===== src/sv/lkvc_pkg.sv =====
package lkvc_pkg;

  typedef enum logic [1:0] {
    ACT_GET    = 2'd0,
    ACT_CHECK  = 2'd1,
    ACT_PUT    = 2'd2,
    ACT_REMOVE = 2'd3
  } action_t;

  typedef enum logic [1:0] {
    ST_OK      = 2'd0,
    ST_MISS    = 2'd1,
    ST_EXISTS  = 2'd2,
    ST_UNUSED  = 2'd3
  } status_t;

  typedef enum logic [2:0] {
    S_IDLE,
    S_LOOKUP,
    S_EVICT,
    S_UPDATE,
    S_OUTPUT
  } state_t;

  // Controller to datapath.
  typedef struct packed {
    logic capture;   // take the input transaction
    logic lookup;    // register match and oldest-slot results
    logic evict;     // drop the oldest entry
    logic update;    // apply the action
    logic emit;      // load the output register
  } dp_cmd_t;

  // Datapath to controller.
  typedef struct packed {
    logic   hit;
    logic   full;
    logic   any_valid;
    action_t action;
  } dp_status_t;

  localparam int COUNT_BITS = 5;
  localparam int CFG_ADDR_BITS = 2;
  localparam logic [CFG_ADDR_BITS-1:0] ADDR_CAPACITY = 2'd0;

endpackage


===== src/sv/lru_key_value_cache_unit.sv =====
// Channel  | Direction | Content
// s_axis   | in        | tdata: action[1:0], key[65:2], value[97:66], zero to bit 103
// m_axis   | out       | tdata: status[1:0], found_value[33:2], entry_count[38:34],
//          |           |        released_valid[39], released_key[103:40],
//          |           |        released_value[135:104]
// apb      | in/out    | capacity register at address 0
// Each transaction passes through capture, key match, eviction and update,
// then loads the output register; the sequencer handles one at a time.
// Reset clears the valid bits, the count and the output register; capacity
// returns to 16. A stalled result lets one further transaction run up to the
// output stage, where it waits until the stalled result is taken.
module lru_key_value_cache_unit #(
  parameter int ENTRIES    = 16,
  parameter int KEY_BITS   = 64,
  parameter int VALUE_BITS = 32
) (
  input  logic         clk,
  input  logic         rst,
  input  logic         s_axis_tvalid,
  output logic         s_axis_tready,
  input  logic [103:0] s_axis_tdata,   // action, key, value
  output logic         m_axis_tvalid,
  input  logic         m_axis_tready,
  output logic [135:0] m_axis_tdata,   // status, found_value, entry_count,
                                       // released_valid, released_key, released_value
  input  logic         psel,
  input  logic         penable,
  input  logic         pwrite,
  input  logic [lkvc_pkg::CFG_ADDR_BITS-1:0] paddr,
  input  logic [31:0]  pwdata,
  output logic [31:0]  prdata,
  output logic         pready
);

  lkvc_pkg::dp_cmd_t    cmd;
  lkvc_pkg::dp_status_t sts;
  logic       busy;
  logic [4:0] capacity;
  logic       out_valid;
  logic       in_fire;

  logic [1:0]  o_status;
  logic [31:0] o_found;
  logic [4:0]  o_count;
  logic        o_rel_valid;
  logic [63:0] o_rel_key;
  logic [31:0] o_rel_value;

  assign pready = 1'b1;
  assign prdata = (paddr == lkvc_pkg::ADDR_CAPACITY) ? {27'd0, capacity} : 32'd0;

  always_ff @(posedge clk) begin
    if (rst) begin
      capacity <= 5'd16;
    end else if (psel && penable && pwrite && paddr == lkvc_pkg::ADDR_CAPACITY) begin
      capacity <= pwdata[4:0];
    end
  end

  assign s_axis_tready = !busy;
  assign in_fire = s_axis_tvalid && s_axis_tready;

  // The output register is free when empty or being drained.
  always_ff @(posedge clk) begin
    if (rst) begin
      out_valid <= 1'b0;
    end else if (cmd.emit) begin
      out_valid <= 1'b1;
    end else if (m_axis_tready) begin
      out_valid <= 1'b0;
    end
  end

  assign m_axis_tvalid = out_valid;
  assign m_axis_tdata = {o_rel_value, o_rel_key, o_rel_valid, o_count, o_found, o_status};

  lkvc_ctrl u_ctrl (
    .clk(clk), .rst(rst), .in_fire(in_fire),
    .out_free(!out_valid || m_axis_tready),
    .sts(sts), .cmd(cmd), .busy(busy)
  );

  lkvc_datapath #(.ENTRIES(ENTRIES), .KEY_BITS(KEY_BITS), .VALUE_BITS(VALUE_BITS)) u_dp (
    .clk(clk), .rst(rst), .cmd(cmd), .sts(sts), .capacity(capacity),
    .in_action(s_axis_tdata[1:0]), .in_key(s_axis_tdata[65:2]),
    .in_value(s_axis_tdata[97:66]),
    .o_status(o_status), .o_found(o_found), .o_count(o_count),
    .o_rel_valid(o_rel_valid), .o_rel_key(o_rel_key), .o_rel_value(o_rel_value)
  );

  a_no_emit_lost: assert property (@(posedge clk) disable iff (rst)
    (m_axis_tvalid && !m_axis_tready) |=> m_axis_tvalid) else $error("result dropped");
  a_busy_after_fire: assert property (@(posedge clk) disable iff (rst)
    in_fire |=> !s_axis_tready) else $error("accepted while busy");
  a_emit_free: assert property (@(posedge clk) disable iff (rst)
    cmd.emit |-> (!out_valid || m_axis_tready)) else $error("overwrote result");

endmodule


===== src/sv/lkvc_ctrl.sv =====
module lkvc_ctrl (
  input  logic                clk,
  input  logic                rst,
  input  logic                in_fire,
  input  logic                out_free,
  input  lkvc_pkg::dp_status_t sts,
  output lkvc_pkg::dp_cmd_t   cmd,
  output logic                busy
);

  lkvc_pkg::state_t state, state_next;

  always_ff @(posedge clk) begin
    if (rst) begin
      state <= lkvc_pkg::S_IDLE;
    end else begin
      state <= state_next;
    end
  end

  always_comb begin
    state_next = state;
    cmd = '0;
    busy = 1'b1;
    case (state)
      lkvc_pkg::S_IDLE: begin
        busy = 1'b0;
        if (in_fire) begin
          cmd.capture = 1'b1;
          state_next = lkvc_pkg::S_LOOKUP;
        end
      end
      lkvc_pkg::S_LOOKUP: begin
        cmd.lookup = 1'b1;
        state_next = lkvc_pkg::S_EVICT;
      end
      lkvc_pkg::S_EVICT: begin
        if (sts.action == lkvc_pkg::ACT_PUT && !sts.hit && sts.full && sts.any_valid) begin
          cmd.evict = 1'b1;
        end
        state_next = lkvc_pkg::S_UPDATE;
      end
      lkvc_pkg::S_UPDATE: begin
        cmd.update = 1'b1;
        state_next = lkvc_pkg::S_OUTPUT;
      end
      lkvc_pkg::S_OUTPUT: begin
        if (out_free) begin
          cmd.emit = 1'b1;
          state_next = lkvc_pkg::S_IDLE;
        end
      end
      default: state_next = lkvc_pkg::S_IDLE;
    endcase
  end

endmodule


===== src/sv/lkvc_datapath.sv =====
module lkvc_datapath #(
  parameter int ENTRIES    = 16,
  parameter int KEY_BITS   = 64,
  parameter int VALUE_BITS = 32
) (
  input  logic                  clk,
  input  logic                  rst,
  input  lkvc_pkg::dp_cmd_t     cmd,
  output lkvc_pkg::dp_status_t  sts,
  input  logic [4:0]            capacity,
  input  logic [1:0]            in_action,
  input  logic [63:0]           in_key,
  input  logic [31:0]           in_value,
  output logic [1:0]            o_status,
  output logic [31:0]           o_found,
  output logic [4:0]            o_count,
  output logic                  o_rel_valid,
  output logic [63:0]           o_rel_key,
  output logic [31:0]           o_rel_value
);

  localparam int IDX_BITS = (ENTRIES > 1) ? $clog2(ENTRIES) : 1;
  localparam int CNT_BITS = $clog2(ENTRIES + 1);

  logic [ENTRIES-1:0]   slot_valid;
  logic [KEY_BITS-1:0]  slot_key   [ENTRIES];
  logic [VALUE_BITS-1:0] slot_value [ENTRIES];
  logic [IDX_BITS-1:0]  slot_age   [ENTRIES];
  logic [CNT_BITS-1:0]  valid_count;

  logic [1:0]            req_action;
  logic [KEY_BITS-1:0]   req_key;
  logic [VALUE_BITS-1:0] req_value;

  logic                  hit;
  logic [IDX_BITS-1:0]   hit_idx;
  logic [IDX_BITS-1:0]   old_idx;
  logic                  rel_valid;
  logic [KEY_BITS-1:0]   rel_key;
  logic [VALUE_BITS-1:0] rel_value;
  logic [1:0]            res_status;
  logic [VALUE_BITS-1:0] res_found;

  // combinational match and oldest search (oldest has age == count-1)
  logic                  m_hit;
  logic [IDX_BITS-1:0]   m_idx;
  logic [IDX_BITS-1:0]   m_old;
  logic [CNT_BITS-1:0]   cap_eff;
  logic                  free_found;
  logic [IDX_BITS-1:0]   free_idx;

  always_comb begin
    m_hit = 1'b0;
    m_idx = '0;
    m_old = '0;
    for (int i = 0; i < ENTRIES; i++) begin
      if (slot_valid[i] && slot_key[i] == req_key && !m_hit) begin
        m_hit = 1'b1;
        m_idx = IDX_BITS'(i);
      end
      if (slot_valid[i] && CNT_BITS'(slot_age[i]) == valid_count - 1'b1) begin
        m_old = IDX_BITS'(i);
      end
    end
    free_found = 1'b0;
    free_idx = '0;
    for (int i = 0; i < ENTRIES; i++) begin
      if (!slot_valid[i] && !free_found) begin
        free_found = 1'b1;
        free_idx = IDX_BITS'(i);
      end
    end
    if (capacity == 5'd0) cap_eff = CNT_BITS'(1);
    else if ({27'd0, capacity} > ENTRIES) cap_eff = CNT_BITS'(ENTRIES);
    else cap_eff = CNT_BITS'(capacity);
  end

  assign sts.hit = hit;
  assign sts.full = valid_count >= cap_eff;
  assign sts.any_valid = |slot_valid;
  assign sts.action = lkvc_pkg::action_t'(req_action);

  logic [IDX_BITS-1:0] ref_age;
  assign ref_age = slot_age[hit_idx];

  always_ff @(posedge clk) begin
    if (rst) begin
      slot_valid <= '0;
      valid_count <= '0;
      o_status <= '0;
      o_found <= '0;
      o_count <= '0;
      o_rel_valid <= 1'b0;
      o_rel_key <= '0;
      o_rel_value <= '0;
    end else begin
      if (cmd.capture) begin
        req_action <= in_action;
        req_key <= in_key[KEY_BITS-1:0];
        req_value <= in_value[VALUE_BITS-1:0];
        rel_valid <= 1'b0;
        rel_key <= '0;
        rel_value <= '0;
      end
      if (cmd.lookup) begin
        hit <= m_hit;
        hit_idx <= m_idx;
        old_idx <= m_old;
      end
      if (cmd.evict) begin
        // oldest has the top age, so no other age needs closing
        slot_valid[old_idx] <= 1'b0;
        valid_count <= valid_count - 1'b1;
        rel_valid <= 1'b1;
        rel_key <= slot_key[old_idx];
        rel_value <= slot_value[old_idx];
      end
      if (cmd.update) begin
        res_status <= lkvc_pkg::ST_OK;
        res_found <= '0;
        case (lkvc_pkg::action_t'(req_action))
          lkvc_pkg::ACT_GET, lkvc_pkg::ACT_PUT: begin
            if (hit) begin
              if (req_action == lkvc_pkg::ACT_GET) res_found <= slot_value[hit_idx];
              else res_status <= lkvc_pkg::ST_EXISTS;
              for (int i = 0; i < ENTRIES; i++) begin
                if (slot_valid[i] && slot_age[i] < ref_age) slot_age[i] <= slot_age[i] + 1'b1;
              end
              slot_age[hit_idx] <= '0;
            end else if (req_action == lkvc_pkg::ACT_GET) begin
              res_status <= lkvc_pkg::ST_MISS;
            end else if (free_found) begin
              for (int i = 0; i < ENTRIES; i++) begin
                if (slot_valid[i]) slot_age[i] <= slot_age[i] + 1'b1;
              end
              slot_valid[free_idx] <= 1'b1;
              slot_key[free_idx] <= req_key;
              slot_value[free_idx] <= req_value;
              slot_age[free_idx] <= '0;
              valid_count <= valid_count + 1'b1;
            end
          end
          lkvc_pkg::ACT_CHECK: begin
            if (!hit) res_status <= lkvc_pkg::ST_MISS;
          end
          lkvc_pkg::ACT_REMOVE: begin
            if (!hit) begin
              res_status <= lkvc_pkg::ST_MISS;
            end else begin
              slot_valid[hit_idx] <= 1'b0;
              valid_count <= valid_count - 1'b1;
              rel_valid <= 1'b1;
              rel_key <= slot_key[hit_idx];
              rel_value <= slot_value[hit_idx];
              for (int i = 0; i < ENTRIES; i++) begin
                if (slot_valid[i] && slot_age[i] > ref_age) slot_age[i] <= slot_age[i] - 1'b1;
              end
            end
          end
          default: res_status <= lkvc_pkg::ST_OK;
        endcase
      end
      if (cmd.emit) begin
        o_status <= res_status;
        o_found <= 32'(res_found);
        o_count <= 5'(valid_count);
        o_rel_valid <= rel_valid;
        o_rel_key <= 64'(rel_key);
        o_rel_value <= 32'(rel_value);
      end
    end
  end

  a_count_bound: assert property (@(posedge clk) disable iff (rst)
    valid_count <= CNT_BITS'(ENTRIES)) else $error("count above entries");
  a_count_match: assert property (@(posedge clk) disable iff (rst)
    $countones(slot_valid) == int'(valid_count)) else $error("count mismatch");
  a_evict_once: assert property (@(posedge clk) disable iff (rst)
    cmd.evict |=> !cmd.evict) else $error("double evict");

endmodule


===== config.mk =====
export PLATFORM = sky130hd
export DESIGN_NAME = lru_key_value_cache_unit
export DESIGN_NICKNAME = d
export VERILOG_FILES = /design/src/sv/lkvc_pkg.sv /design/src/sv/lru_key_value_cache_unit.sv /design/src/sv/lkvc_ctrl.sv /design/src/sv/lkvc_datapath.sv
export SDC_FILE = /design/constraint.sdc
export NUM_CORES = 2
export LEC_CHECK = 0
export BUFFER_PORTS_ARGS = -buffer_cell sky130_fd_sc_hd__buf_2
export CORE_ASPECT_RATIO = 1.2
export CORE_MARGIN = 5
export CORE_UTILIZATION = 37
export CTS_CLUSTER_DIAMETER = 40
export DETAILED_ROUTE_END_ITERATION = 10
export HOLD_SLACK_MARGIN = 0.15
export PLACE_DENSITY = 0.53
export SLEW_MARGIN = 10
export SYNTH_ARGS = -nofsm -noshare
export SYNTH_HDL_FRONTEND = slang
export SYNTH_SLANG_ARGS = --single-unit

===== constraint.sdc =====
create_clock -name clk -period 25.3 [get_ports clk]
set_input_delay 5.06 -clock clk [delete_from_list [all_inputs] [get_ports clk]]
set_output_delay 5.06 -clock clk [all_outputs]
set_load 0.02 [all_outputs]

Yosys cells after proc, flatten, opt, wreduce, memory -nomap -nowiden
Memories as Yosys holds them, arrays and structs flattened.
Cells that the tools add are included.

cells by class
  reduce and logical (&&, ||, !) cells = 170
  equality and inequality tests = 40
  $lt $le $gt $ge = 40
  $add $sub $neg = 34
  mux-type cells = 498
  bitwise gates (word level) = 38

operators with widths
  cell                   count
  $eq A64 B64 Y1         16
  $mux W1                389
  $mux W64               5
  $mux W4                42
  $mux W32               5
  $mux W16               7
  $logic_and A1 B1 Y1    103
  $eq A4 B5 Y1           15
  $mux W3                22
  $add A4 B1 Y4 const B  16
  $gt A4 B4 Y1           16
  $lt A4 B4 Y1           16
  $sub A4 B1 Y4 const B  16
  $logic_not A1 Y1       46
  $mux W5                9
  $and A16 B16 Y16       2
  $not A16 Y16           2
  $or A1 B1 Y1           32
  $pmux W16 S2           1
  $mux W2                12
  $or A16 B16 Y16        1
  $reduce_or A16 Y1      1
  $reduce_or A8 Y1       2
  $lt A4 B5 Y1 const B   3
  25 further kinds       41

word-level totals
  word-level logic and storage cells = 851
  bits in registers = 404
  memory bits (writable) = 1,600
  output and inout bits = 171
  memories = 3

memory list
  name             words  bits a word  rd ports  clocked after memory_dff  wr ports  RTL line             source
  u_dp.slot_key    16     64           18        0                         1         lkvc_datapath.sv:26  logic [KEY_BITS-1:0] slot_key [ENTRIES];
  u_dp.slot_value  16     32           2         0                         1         lkvc_datapath.sv:27  logic [VALUE_BITS-1:0] slot_value [ENTRIES];
  u_dp.slot_age    16     4            17        0                         17        lkvc_datapath.sv:28  logic [IDX_BITS-1:0] slot_age [ENTRIES];

Logic depth before layout (Yosys ltp)
  depth in word-level cells = 55
  mapped depth = 20
  depth with buffers taken out = 17

Modules after synthesis
A second synthesis with hierarchy kept.

second synthesis, totals
  cell total of the unflattened synthesis = 6,696
  area, all modules = 104,176.2 um^2

by module, submodules not included
  module                    area each (um^2)  times used  seq. area each (um^2)  cells each
  lkvc_datapath             103,444.2         1           57,695.3               6,610
  lru_key_value_cache_unit  539.3             1           120.1                  66
  lkvc_ctrl                 192.7             1           60.1                   20

Worst setup path after synthesis
No wires, ideal clock.

  path kind = input-to-reg
  start point = in rst
  end point = mem u_dp.slot_key[11][0] (enable)
  path slack = 6.755 ns
  library setup time = 0.823 ns
  arrival = 17.721 ns
  required time = 24.477 ns
  cell stages on the path = 6
  buffers on the path = 1
  cells stage by stage = clkbuf_1 > nor2_1 > nand2_1 > nor2_1 > nand2_1 > nor4b_1

on the way
  longest elaborated chain between the ends = 2

ends and longest elaborated chain
  item                           RTL line                        source
  from (decl)                    lru_key_value_cache_unit.sv:18  input logic rst,
  $mux W1                        lkvc_datapath.sv:87             if (rst) begin
  $mux W1 (implied by the code)  lkvc_datapath.sv:137            slot_key[free_idx] <= req_key;
  to (decl)                      lkvc_datapath.sv:26

No other way between the ends.

Worst setup path after layout
  start point = in paddr[1] (netlist name)
  end point = out prdata[0]

on the way
  longest elaborated chain between the ends = 2

ends and longest elaborated chain
  item              RTL line                        source
  from (decl)       lru_key_value_cache_unit.sv:29  input logic [lkvc_pkg::CFG_ADDR_BITS-1:0] paddr,
  $logic_not A2 Y1  lru_key_value_cache_unit.sv:50  assign prdata = (paddr == lkvc_pkg::ADDR_CAPACITY) ? {27'd0, capacity} : 32'd0;
  $mux W5           lru_key_value_cache_unit.sv:50
  to (decl)         lru_key_value_cache_unit.sv:31  output logic [31:0] prdata,

No other way between the ends.

==> impl_results.md <==
- Fill count: 25,146
- CTS Buffer Depth: 4
- Worst path required time: 20.24 ns
- Final setup viols: 0
- DRT Pass-1 Iters: 8
- Initial core utilization: 0.371
- H-tree depth: 5
- Final min period: approximately 11 ns
- Top cell type's share of synthesized area: 0.512
- Detailed-route DRC error count: 0
- Final ANT Viol Nets: 0
- Post-DR vias/cell: 6.43
- Min-Delay Path Class: flop to flop
- Power per cell area: 74.8 nW/µm²
- Hold path endpoint: u_dp.o_rel_key[48]
- Unrepaired setup endpoints after global routing: no
- First-pass GRT wire length: 669 mm
- Worst-Margin Slew: roughly 1.5 ns
- Post-DP HPWL: 368 mm
- Critical path capture point type: output pin
- Clock Skews: 0.0895 ns
- Die extent in x: 494 µm
- Largest net degree at the start of global routing: 84
- Status: finished, final reports clean
- Top cells by instance count after synthesis: 1,774 x edfxtp_1, 980 x mux4_2, 492 x xnor2_1, 451 x nand2_1, 434 x xor2_1
- RR Startpoint: u_dp.req_key[22]
- Setup bufs post-CTS: 0
- Synth top area cells: edfxtp_1 51%, mux4_2 21%, dfxtp_1 4.4%, xnor2_1 4.1%, xor2_1 3.7%
- CTS resizes: 0
- Count leader, synth: edfxtp_1
- Area grow syn2layout: 17.4%
- DR WL/cell: 45.8 µm
- Final Wtd Congestion: 1.13
- Register area share after synthesis: 0.556
- CTS buffer count: about 350
- CTS tree: built
- Vias in the first global route: 68,831
- Global Route Usage Sum: 0.345
- Syn_area_per_cell: 15.4 µm²
- Die H: 591 µm
- CTS sink cnt: 2,004
- DRT Wirelength: a little over 500 mm
- Final hold viol count: 0
- Hold path cells: 2
- Max Clock Freq: between 90 and 100 MHz
- Post-synth EDFFs: 1,774
- Core area: 280,000 µm²
- Synth area leader: edfxtp_1
- Buffers on Ports: 254
- Placed inst area: 110,000 µm²
- Max VDD drop: 59.3 µV
- WS Path Type: input pin to output pin
- CTS root buf: clkbuf_16
- DR iter-0 viols: 10,949
- Grt ovf: 0
- Synth Register Bits: around 2,000
- Post-synth ARST share: 0
- Worst reg-to-reg path cell count: 11
- # Max-Cap Violations: 0
- Post-CTS Hold Buffers: 0
- Initial antenna violation count: 69
- CP arrival: roughly 5.7 ns
- RR Endpoint: u_dp.hit_idx[0]
- Synth warnings: 0
- Final Cell Area: 122,000 µm²
- Post-Syn Area: about 100,000 µm²
- Final Cycle Share: 0.425
- Prevailing post-synth register cell: edfxtp_1
- Fraction of layout cells with a size suffix above 1: 0.292
- Gate Count Post-Synth: 6,777
- Vias post-DR: 72,126
- Slew HR: 0.0233
- Final nets: approximately 7,400
- Worst-skew pair later-pin latency: 0.92 ns
- Setup TNS: 0 ns
- Critical Path Source Type: input pin
- Max-slew violations: 0
- # rows: 213
- Count of cell types in the netlist: 90
- I/O pin count: 316
- Hold Path Origin: u_dp.o_rel_key[48]
- Critical path peak fanout: 5
- Die area: about 290,000 µm²
- Static Leak: 39.9 nW
- Reg2Reg Setup Slack: 19.62 ns
- Clock Pin Slew Worst Setup and Hold Paths: ~0.050 ns
[stage by stage]
stage | util | cells | setup slack (ns) | total power, mW | hold WS (ns)
3_3_place_gp | 0.392 | 10553 | 14.56 | 4.28 | 0.442
5_1_grt | 0.435 | 11196 | 14.46 | 9.34 | 0.464
4_1_cts | 0.435 | 11191 | 14.55 | 9.16 | 0.451
2_1_floorplan | - | 6803 | 6.76 | 4.01 | 0.437
3_5_place_dp | 0.392 | 10553 | 14.54 | 4.28 | 0.444
6_report | 0.436 | 11220 | 14.54 | 9.13 | 0.449
[power breakdown]
part	total [mW]	internal, mW	switching (mW)
Clock	4.90	3.07	1.83
Sequential	3.67	3.63	0.0398
Combinational	0.559	0.165	0.394
[registers in the layout (all words and copies together) (netlist names), 64 cells and up]
signal           cells
u_dp.req_key        64
u_dp.o_rel_key      64
u_dp.slot_value    512
u_dp.slot_age       64
u_dp.rel_key        64
u_dp.slot_key     1024
[final cells by class]
type	count	area, µm²	share of cell area
sequential	2004	57900	0.474
multi-input combinational	4118	43500	0.356
clock buffer	394	9200	0.0753
tap	3762	4710	0.0385
timing repair buffer	500	3270	0.0268
clock inverter	244	2850	0.0233
inverter	170	646	0.00529
antenna	28	70.1	0.000574
[layer usage]
metal | up-vias | wire length (µm) | share of wire | track usage
met1 | 38605 | 198000 | 0.38 | 0.458
met3 | 969 | 52900 | 0.10 | 0.0892
met5 | - | 159 | 0.00031 | 0
li1 | 27762 | - | - | -
met4 | 20 | 37900 | 0.074 | 0.204
met2 | 4770 | 226000 | 0.44 | 0.512
[cells in the final DEF, fill, tap and decap left out, types with 229 or more instances in the layout]
cell type	Yosys	routed
mux4_2	980	980
xnor2_1	492	486
nor2_1	237	229
edfxtp_1	1774	1774
xor2_1	434	430
buf_2	149	253
nand2_1	451	448
dfxtp_1	230	230
buf_4	49	234
clkbuf_16	0	361
[cell families (layout without fill, tap and decap cells)]
kind of cell / after synthesis / count (layout) / synth area share
buffers and inverters: 681 / 1308 / 0.0301
multiplexers: 997 / 997 / 0.214
flip-flops: 2004 / 2004 / 0.556
AO/OA/AOI/OAI: 640 / 640 / 0.0406
other: 2 / 56 / 0.0000722
XOR/XNOR: 932 / 932 / 0.0789
adder cells (fa/ha/maj): 105 / 105 / 0.0128
AND/OR/NAND/NOR: 1416 / 1416 / 0.0674
[worst max-delay path: stages]
cell and delay (ns):
buf_2 0.10, nor2_1 0.21, and2_1 0.16, buf_2 0.16
[worst max path at each step]
stage,start,endpoint,slack [ns],cells after the start
floorplan,rst,u_dp.slot_key[11][0],6.76,6
global placement,paddr[1],prdata[3],14.56,4
detailed placement,paddr[1],prdata[2],14.54,4
CTS,paddr[1],prdata[3],14.55,4
global route,paddr[1],prdata[2],14.46,4
finish,paddr[1],prdata[0],14.54,4
Power figures use the tool's default switching activity.
